--- src/rtl/ofrt_pkg.sv ---
// Shared types and codes for the ordered firewall rule table.
package ofrt_pkg;

    localparam int DEPTH_DEF = 64;

    localparam logic [2:0] RT_MATCH     = 3'd0;
    localparam logic [2:0] RT_INSERT    = 3'd1;
    localparam logic [2:0] RT_DELETE    = 3'd2;
    localparam logic [2:0] RT_OVERWRITE = 3'd3;
    localparam logic [2:0] RT_SWAP      = 3'd4;
    localparam logic [2:0] RT_MOVE      = 3'd5;

    localparam logic [1:0] ST_OK     = 2'd0;
    localparam logic [1:0] ST_BADPOS = 2'd1;
    localparam logic [1:0] ST_FULL   = 2'd2;

    localparam logic [7:0] PROTO_ANY = 8'd0;

    typedef struct packed {
        logic [2:0]        req_type;
        logic signed [7:0] pos_a;
        logic signed [7:0] pos_b;
        logic [31:0]       src_addr;
        logic [31:0]       src_mask;
        logic [31:0]       dst_addr;
        logic [31:0]       dst_mask;
        logic [31:0]       src_ports;
        logic [31:0]       dst_ports;
        logic [7:0]        protocol;
        logic [7:0]        action;
    } t_req;

    typedef struct packed {
        logic [1:0] status;
        logic       hit;
        logic [6:0] hit_position;
        logic [7:0] hit_action;
        logic [6:0] rule_count;
    } t_resp;

    typedef struct packed {
        logic [31:0] src_addr;
        logic [31:0] src_mask;
        logic [31:0] dst_addr;
        logic [31:0] dst_mask;
        logic [31:0] src_ports;
        logic [31:0] dst_ports;
        logic [7:0]  protocol;
        logic [7:0]  action;
    } t_rule;

    // first-hit word handed down the chain during a lookup
    typedef struct packed {
        logic       found;
        logic [6:0] position;
        logic [7:0] action;
    } t_chain;

    typedef enum logic [2:0] {
        OP_NONE,
        OP_INS,
        OP_DEL,
        OP_LOAD,
        OP_SWAP
    } t_cell_op;

endpackage

--- src/rtl/ofrt_cell.sv ---
// One rule slot: holds a rule, shifts with its neighbours, tests the lookup key.
module ofrt_cell #(
    parameter int DEPTH = 64,
    parameter int IDX   = 0
) (
    input  logic                         i_clk,
    input  ofrt_pkg::t_cell_op           i_op,
    input  logic [$clog2(DEPTH)-1:0]     i_lo,
    input  logic [$clog2(DEPTH)-1:0]     i_hi,
    input  logic [$clog2(DEPTH+1)-1:0]   i_count,
    input  ofrt_pkg::t_rule              i_new,
    input  ofrt_pkg::t_rule              i_key,
    input  ofrt_pkg::t_rule              i_left,
    input  ofrt_pkg::t_rule              i_right,
    output ofrt_pkg::t_rule              o_rule,
    input  ofrt_pkg::t_chain             i_chain,
    output ofrt_pkg::t_chain             o_chain
);
    import ofrt_pkg::*;

    localparam int AW = $clog2(DEPTH);
    localparam int CW = $clog2(DEPTH + 1);
    localparam logic [AW-1:0] K = AW'(IDX);

    t_rule  r_rule;
    t_rule  n_rule;
    t_chain r_chain;
    t_chain n_chain;

    logic is_lo, next_of_lo, above_lo, upto_hi, below_hi;
    logic occupied, hit;

    assign is_lo      = (i_lo == K);
    assign next_of_lo = (IDX != 0) && (i_lo == AW'(IDX - 1));
    assign above_lo   = (K > i_lo);
    assign upto_hi    = (K <= i_hi);
    assign below_hi   = (K < i_hi);

    always_comb begin
        n_rule = r_rule;
        case (i_op)
            OP_INS: begin
                if (is_lo) begin
                    n_rule = i_new;
                end else if (above_lo && upto_hi) begin
                    n_rule = i_left;
                end
            end
            OP_DEL: begin
                if ((is_lo || above_lo) && below_hi) begin
                    n_rule = i_right;
                end
            end
            OP_LOAD: begin
                if (is_lo) begin
                    n_rule = i_new;
                end
            end
            OP_SWAP: begin
                if (is_lo) begin
                    n_rule = i_right;
                end else if (next_of_lo) begin
                    n_rule = i_left;
                end
            end
            default: n_rule = r_rule;
        endcase
    end

    assign occupied = (CW'(IDX) < i_count);
    assign hit = occupied
        && ((i_key.src_addr & r_rule.src_mask) == (r_rule.src_addr & r_rule.src_mask))
        && ((i_key.dst_addr & r_rule.dst_mask) == (r_rule.dst_addr & r_rule.dst_mask))
        && (i_key.src_ports[15:0] >= r_rule.src_ports[31:16])
        && (i_key.src_ports[15:0] <= r_rule.src_ports[15:0])
        && (i_key.dst_ports[15:0] >= r_rule.dst_ports[31:16])
        && (i_key.dst_ports[15:0] <= r_rule.dst_ports[15:0])
        && ((r_rule.protocol == PROTO_ANY) || (r_rule.protocol == i_key.protocol));

    always_comb begin
        n_chain = i_chain;
        if (!i_chain.found && hit) begin
            n_chain.found    = 1'b1;
            n_chain.position = 7'(IDX + 1);
            n_chain.action   = r_rule.action;
        end
    end

    always_ff @(posedge i_clk) begin
        r_rule  <= n_rule;
        r_chain <= n_chain;
    end

    assign o_rule  = r_rule;
    assign o_chain = r_chain;

endmodule

--- config.mk ---
export PLATFORM = sky130hd
export DESIGN_NAME = ofrt_cell
export DESIGN_NICKNAME = d
export VERILOG_FILES = /design/src/rtl/ofrt_pkg.sv /design/src/rtl/ofrt_cell.sv
export SDC_FILE = /design/constraint.sdc
export NUM_CORES = 1
export LEC_CHECK = 0
export ABC_AREA = 1
export BUFFER_PORTS_ARGS = -buffer_cell sky130_fd_sc_hd__buf_2
export CAP_MARGIN = 25
export CORE_AREA = 2 2 426 428
export CTS_BUF_LIST = sky130_fd_sc_hd__clkbuf_4
export CTS_CLUSTER_DIAMETER = 50
export DETAILED_ROUTE_END_ITERATION = 10
export DIE_AREA = 0 0 428 430
export REMOVE_ABC_BUFFERS = 1
export SKIP_CTS_REPAIR_TIMING = 1
export SYNTH_ARGS = -nofsm -noshare
export SYNTH_HDL_FRONTEND = slang
export SYNTH_SLANG_ARGS = --single-unit
--- constraint.sdc ---
create_clock -name i_clk -period 13.87 [get_ports i_clk]
set_input_delay 2.0805 -clock i_clk [delete_from_list [all_inputs] [get_ports i_clk]]
set_output_delay 2.0805 -clock i_clk [all_outputs]
set_load 0.02 [all_outputs]
Yosys cells after proc, flatten, opt, wreduce, memory -nomap -nowiden
Index checks and enable logic that the tools add are counted.
Widths: inputs -> output; s select.
{"block": "word_totals", "output_inout_bits": 224, "word_cells": 58, "input_bits": 871, "reg_bits": 224}
{"block": "op_classes", "bitwise": 4, "muxes": 7, "n_eq_ne": 11, "magnitude_cmp": 8, "reduce_logical": 17}
{"op": "$mux 208", "n": 5}
{"op": "$pmux 208 s4", "n": 1}
{"op": "$and 32x32->32", "n": 4}
{"op": "$eq 32x32->1", "n": 2}
{"op": "$ge 16x16->1", "n": 2}
{"op": "$le 16x16->1", "n": 2}
{"op": "$logic_and 1x1->1", "n": 10}
{"op": "$eq 8x8->1", "n": 1}
{"op": "$logic_not 8->1", "n": 1}
{"op": "$mux 8", "n": 1}
{"op": "$lt 1x7->1 const A", "n": 1}
{"op": "$eq 3x2->1 const B", "n": 2}
{"op": "$gt 1x6->1 const A", "n": 1}
{"op": "$le 1x6->1 const A", "n": 1}
{"op": "$logic_not 6->1", "n": 1}
{"op": "$lt 1x6->1 const A", "n": 1}
{"op": "$ne 2x2->1 const B", "n": 3}
{"op": "$reduce_and 5->1", "n": 1}
{"op": "$reduce_bool 4->1", "n": 1}
{"op": "$eq 3x1->1 const B", "n": 1}
{"op": "$eq 3x3->1 const B", "n": 1}
{"op": "$ne 3x3->1 const B", "n": 1}
{"op": "$logic_or 1x1->1", "n": 2}
{"op": "$logic_not 1->1", "n": 1}

Logic depth before layout (Yosys ltp)
{"block": "logic_depth", "ltp_word": 11, "mapped_depth": 18, "depth_no_buf": 17}

Worst setup path after synthesis
No wires, ideal clock.
{"block": "synth_path", "path_type": "input -> register", "from": "input i_op[2]", "to": "register r_rule (netlist bit o_rule[0]) (enable)", "setup_ps": 901, "cell_stages": 3, "setup_slack_ps": -404, "t_required_ps": 12969, "arrival_time_ps": 13373, "cell_sequence": "inv_2 > nand2_1 > a31oi_1"}
{"block": "synth_between", "elab_chain_cells": 3, "elab_cells_between_ends": 10}
{"item": "start, declared", "line_no": "ofrt_cell.sv:7", "text": "input ofrt_pkg::t_cell_op i_op,"}
{"item": "$eq 3x1->1, or another cell as far along", "line_no": "ofrt_cell.sv:41", "text": "case (i_op)"}
{"item": "$ne 3x3->1 (no line), or another cell as far along"}
{"item": "$reduce_and 5->1 (no line) *"}
{"item": "end signal, assigned", "line_no": "ofrt_cell.sv:90", "text": "r_rule <= n_rule;"}
{"item": "end, declared", "line_no": "ofrt_cell.sv:25", "text": "t_rule r_rule;"}
Mark *: on every way between the ends. The rest lies on a longest branch, timed or not.
A chain may end at the register's enable or synchronous reset.

Worst setup path after layout
{"block": "layout_path", "from": "input i_op[0]", "to": "register r_rule (netlist bit o_rule[78]) (enable)"}
Same word-level chain as after synthesis.

==> results.md <==
* CORE AREA at 0.180 mm^2
* CTS clk-pin slew, worst paths at around 60 ps
* Max-cap viol count at 0
* Leak at 10.4 nW
* Largest net degree at the start of global routing at 146
* DP HPWL at between 100 and 150 mm
* Fin Clk Skew at 134 ps
* Mean Syn Cell Area at between 7 and 8 um^2
* Most common cell after layout, fill and taps aside: buf_2
* IO Count at approximately 1100
* TritonCTS clock tree: built
* Mapped Cells at roughly 2100
* Startpoint Class: primary input
* Overflow after GRT at 0
* PortBufs at 990
* Setup TNS at 0 ps
* Worst VDD drop at between 0.05 and 0.06 mV
* Vias at 20500
* Die H at 430 um
* Worst-Margin Slew at a little over 1000 ps
* Final Slew Violations at 0
* Root buf cell: clkbuf_4
* Initial antenna violation count at 105
* DRC marker count from the first detailed-route iteration at 1548
* Hold/Removal Path Class: reg2reg
* Die width at roughly 430 um
* Final wirelength at 144 mm
* # setup viols final at 0
* CP required at 14460 ps
* Initial DRT Pass Iterations at 5
* FILL cells at 20800
* Vias per cell at 3.71
* Warnings, synthesis at 0
* Layout Nets at 3980
* Worst Reg-to-Reg Cells at 14
* DRT antenna net count at 0
* Row cnt at 156
* H-Tree Depth at 3
* Post-Synthesis Cell Area at roughly 0.016 mm^2
* Synth unique cells at 38
* RSZ-0062 raised after global routing: no
* R2R Path End: o_chain[4]
* Fmax at 210 MHz
* Final GP Congestion at 0.917
* Clock buffer depth at 3
* Synthesis-to-finish area growth at 54.7%
* Crit path launch: i_op[0]
* Worst Hold Launch: o_rule[5]
* Critical path endpoint: o_rule[78]
* Rel. slew slack at 32.9%
* Most frequent cells in the layout: buf_2, nand2_1, nand3_1, nor2_1, o21ai_0
* Tot GR Track Use at 15.1%
* Worst Path Arrival at between 5000 and 6000 ps
* WL/cell at 26.2 um
* Sequential fraction of the synthesis area at 41.3%
* Clk_lat worst skew at ~1100 ps
* CTS buffer count at 82
* Final hold violation count at 0
* Total power at 0.00198 W
* Vias in the first global route at approximately 19000
* Die area at 0.184 mm^2
* WS Path Type: in2reg
* CP endpoint kind: register
* Reg2reg start: o_rule[19]
* Final period util at 34.3%
* Initial Util at 8.84%
* #FFs+latches synth at 224
* Global-route wire length before repair at 183 mm
* Sink Count at roughly 220
* Pwr per Cell Area at roughly 80 mW/mm^2
* Tmin final at around 4800 ps
* Layout cells sized above 1 at 37.0%
* DRC viols at 0
* Status: complete, no violations
* Crit path max fanout at 84
* R2R setup slack at 10880 ps
layer usage:
layer	routed length [um]	global-route usage, %
met1	50700	15.6
met2	68500	25.1
met3	19100	8.68
met4	5630	5.89
met5	368	0
Yosys cell counts:
cell type  instances  share of area [%]
nand2_1          432                 10
nand3_1          273                8.6
nor2_1           263                6.2
o21ai_0          220                6.9
edfxtp_1         208                 39
o211ai_1         208                9.8
inv_1            160                3.8
clkbuf_1          86                2.0
ha_1              64                5.0
buf_2             46                1.4
a21oi_1           34                1.1
or2_1             19               0.75
dfxtp_1           16                2.0
nand4_1           13               0.51
nor2_2             5               0.20
o21a_1             5               0.24
or2_0              4               0.16
xnor2_1            4               0.22
nand3b_1           3               0.14
nor3_1             3              0.094
nor4_1             3               0.12
buf_1              2              0.047
nand2_2            2              0.079
nand3_2            2               0.13
o21ai_1            2              0.063
o21bai_1           2              0.094
a21o_1             1              0.047
a21oi_4            1               0.10
a31oi_1            1              0.039
buf_4              1              0.047
buf_6              1              0.071
clkbuf_2           1              0.031
clkinv_1           1              0.024
inv_2              1              0.024
nand4_4            1               0.13
nor2_4             1              0.071
nor4_2             1              0.079
xor2_1             1              0.055
through the flow:
step / hold slack, ps / setup WS (ps) / cell area [um^2] / instances / util, %
after floorplan: 631 / -6740 / 15300 / 1954 / -
after global placement: 493 / 7980 / 23500 / 5331 / 13.1
after detailed placement: 487 / 7930 / 23500 / 5331 / 13.1
after CTS: 502 / 9100 / 24500 / 5479 / 13.6
after global routing: 528 / 8950 / 24500 / 5495 / 13.7
final: 500 / 9110 / 24600 / 5512 / 13.7
layout make-up:
class | count | area [um^2] | share of cell area (%)
well taps | 2370 | 2970 | 12.1
inverters | 162 | 623 | 2.53
multi-input cells | 1568 | 8190 | 33.3
repair buffers | 1007 | 5120 | 20.8
clock inverters | 38 | 215 | 0.875
clock buffers | 110 | 826 | 3.36
flip-flops and latches | 224 | 6570 | 26.7
diodes | 33 | 82.6 | 0.336
how the worst min path moves through the flow:
stage	to	slack (ps)	depth (start not counted)
2_1_floorplan	o_chain[0]	630	2
3_3_place_gp	o_chain[7]	490	2
3_5_place_dp	o_chain[5]	490	2
4_1_cts	o_chain[5]	500	2
5_1_grt	o_chain[6]	530	2
6_report	o_chain[5]	500	2
critical path, cell delays in order:
cell and delay [ps]:
buf_2 140, inv_8 370, nand3_1 240, a31oi_4 220, buf_4 550, buf_4 780, buf_4 840
flip-flops by register name, summed over array words and instances (netlist names):
signal,flops
o_chain,16
o_rule,208
cells by family after synthesis:
family | share of synthesized area [%]
flip-flops | 41.3
XOR/XNOR | 0.276
buffers and inverters | 7.50
adder cells (fa/ha/maj) | 5.04
AND/OR/NAND/NOR | 27.5
AO/OA/AOI/OAI | 18.4
where the power goes:
group | total [W] | switching [W] | leakage, nW | internal [W]
registers | 0.000764 | 0.00000528 | 1.96 | 0.000759
clock network | 0.000812 | 0.000405 | 0.616 | 0.000407
logic | 0.000402 | 0.000242 | 7.79 | 0.000160
total | 0.00198 | 0.000653 | 10.4 | 0.00133
(Power assumes the default switching activity.)
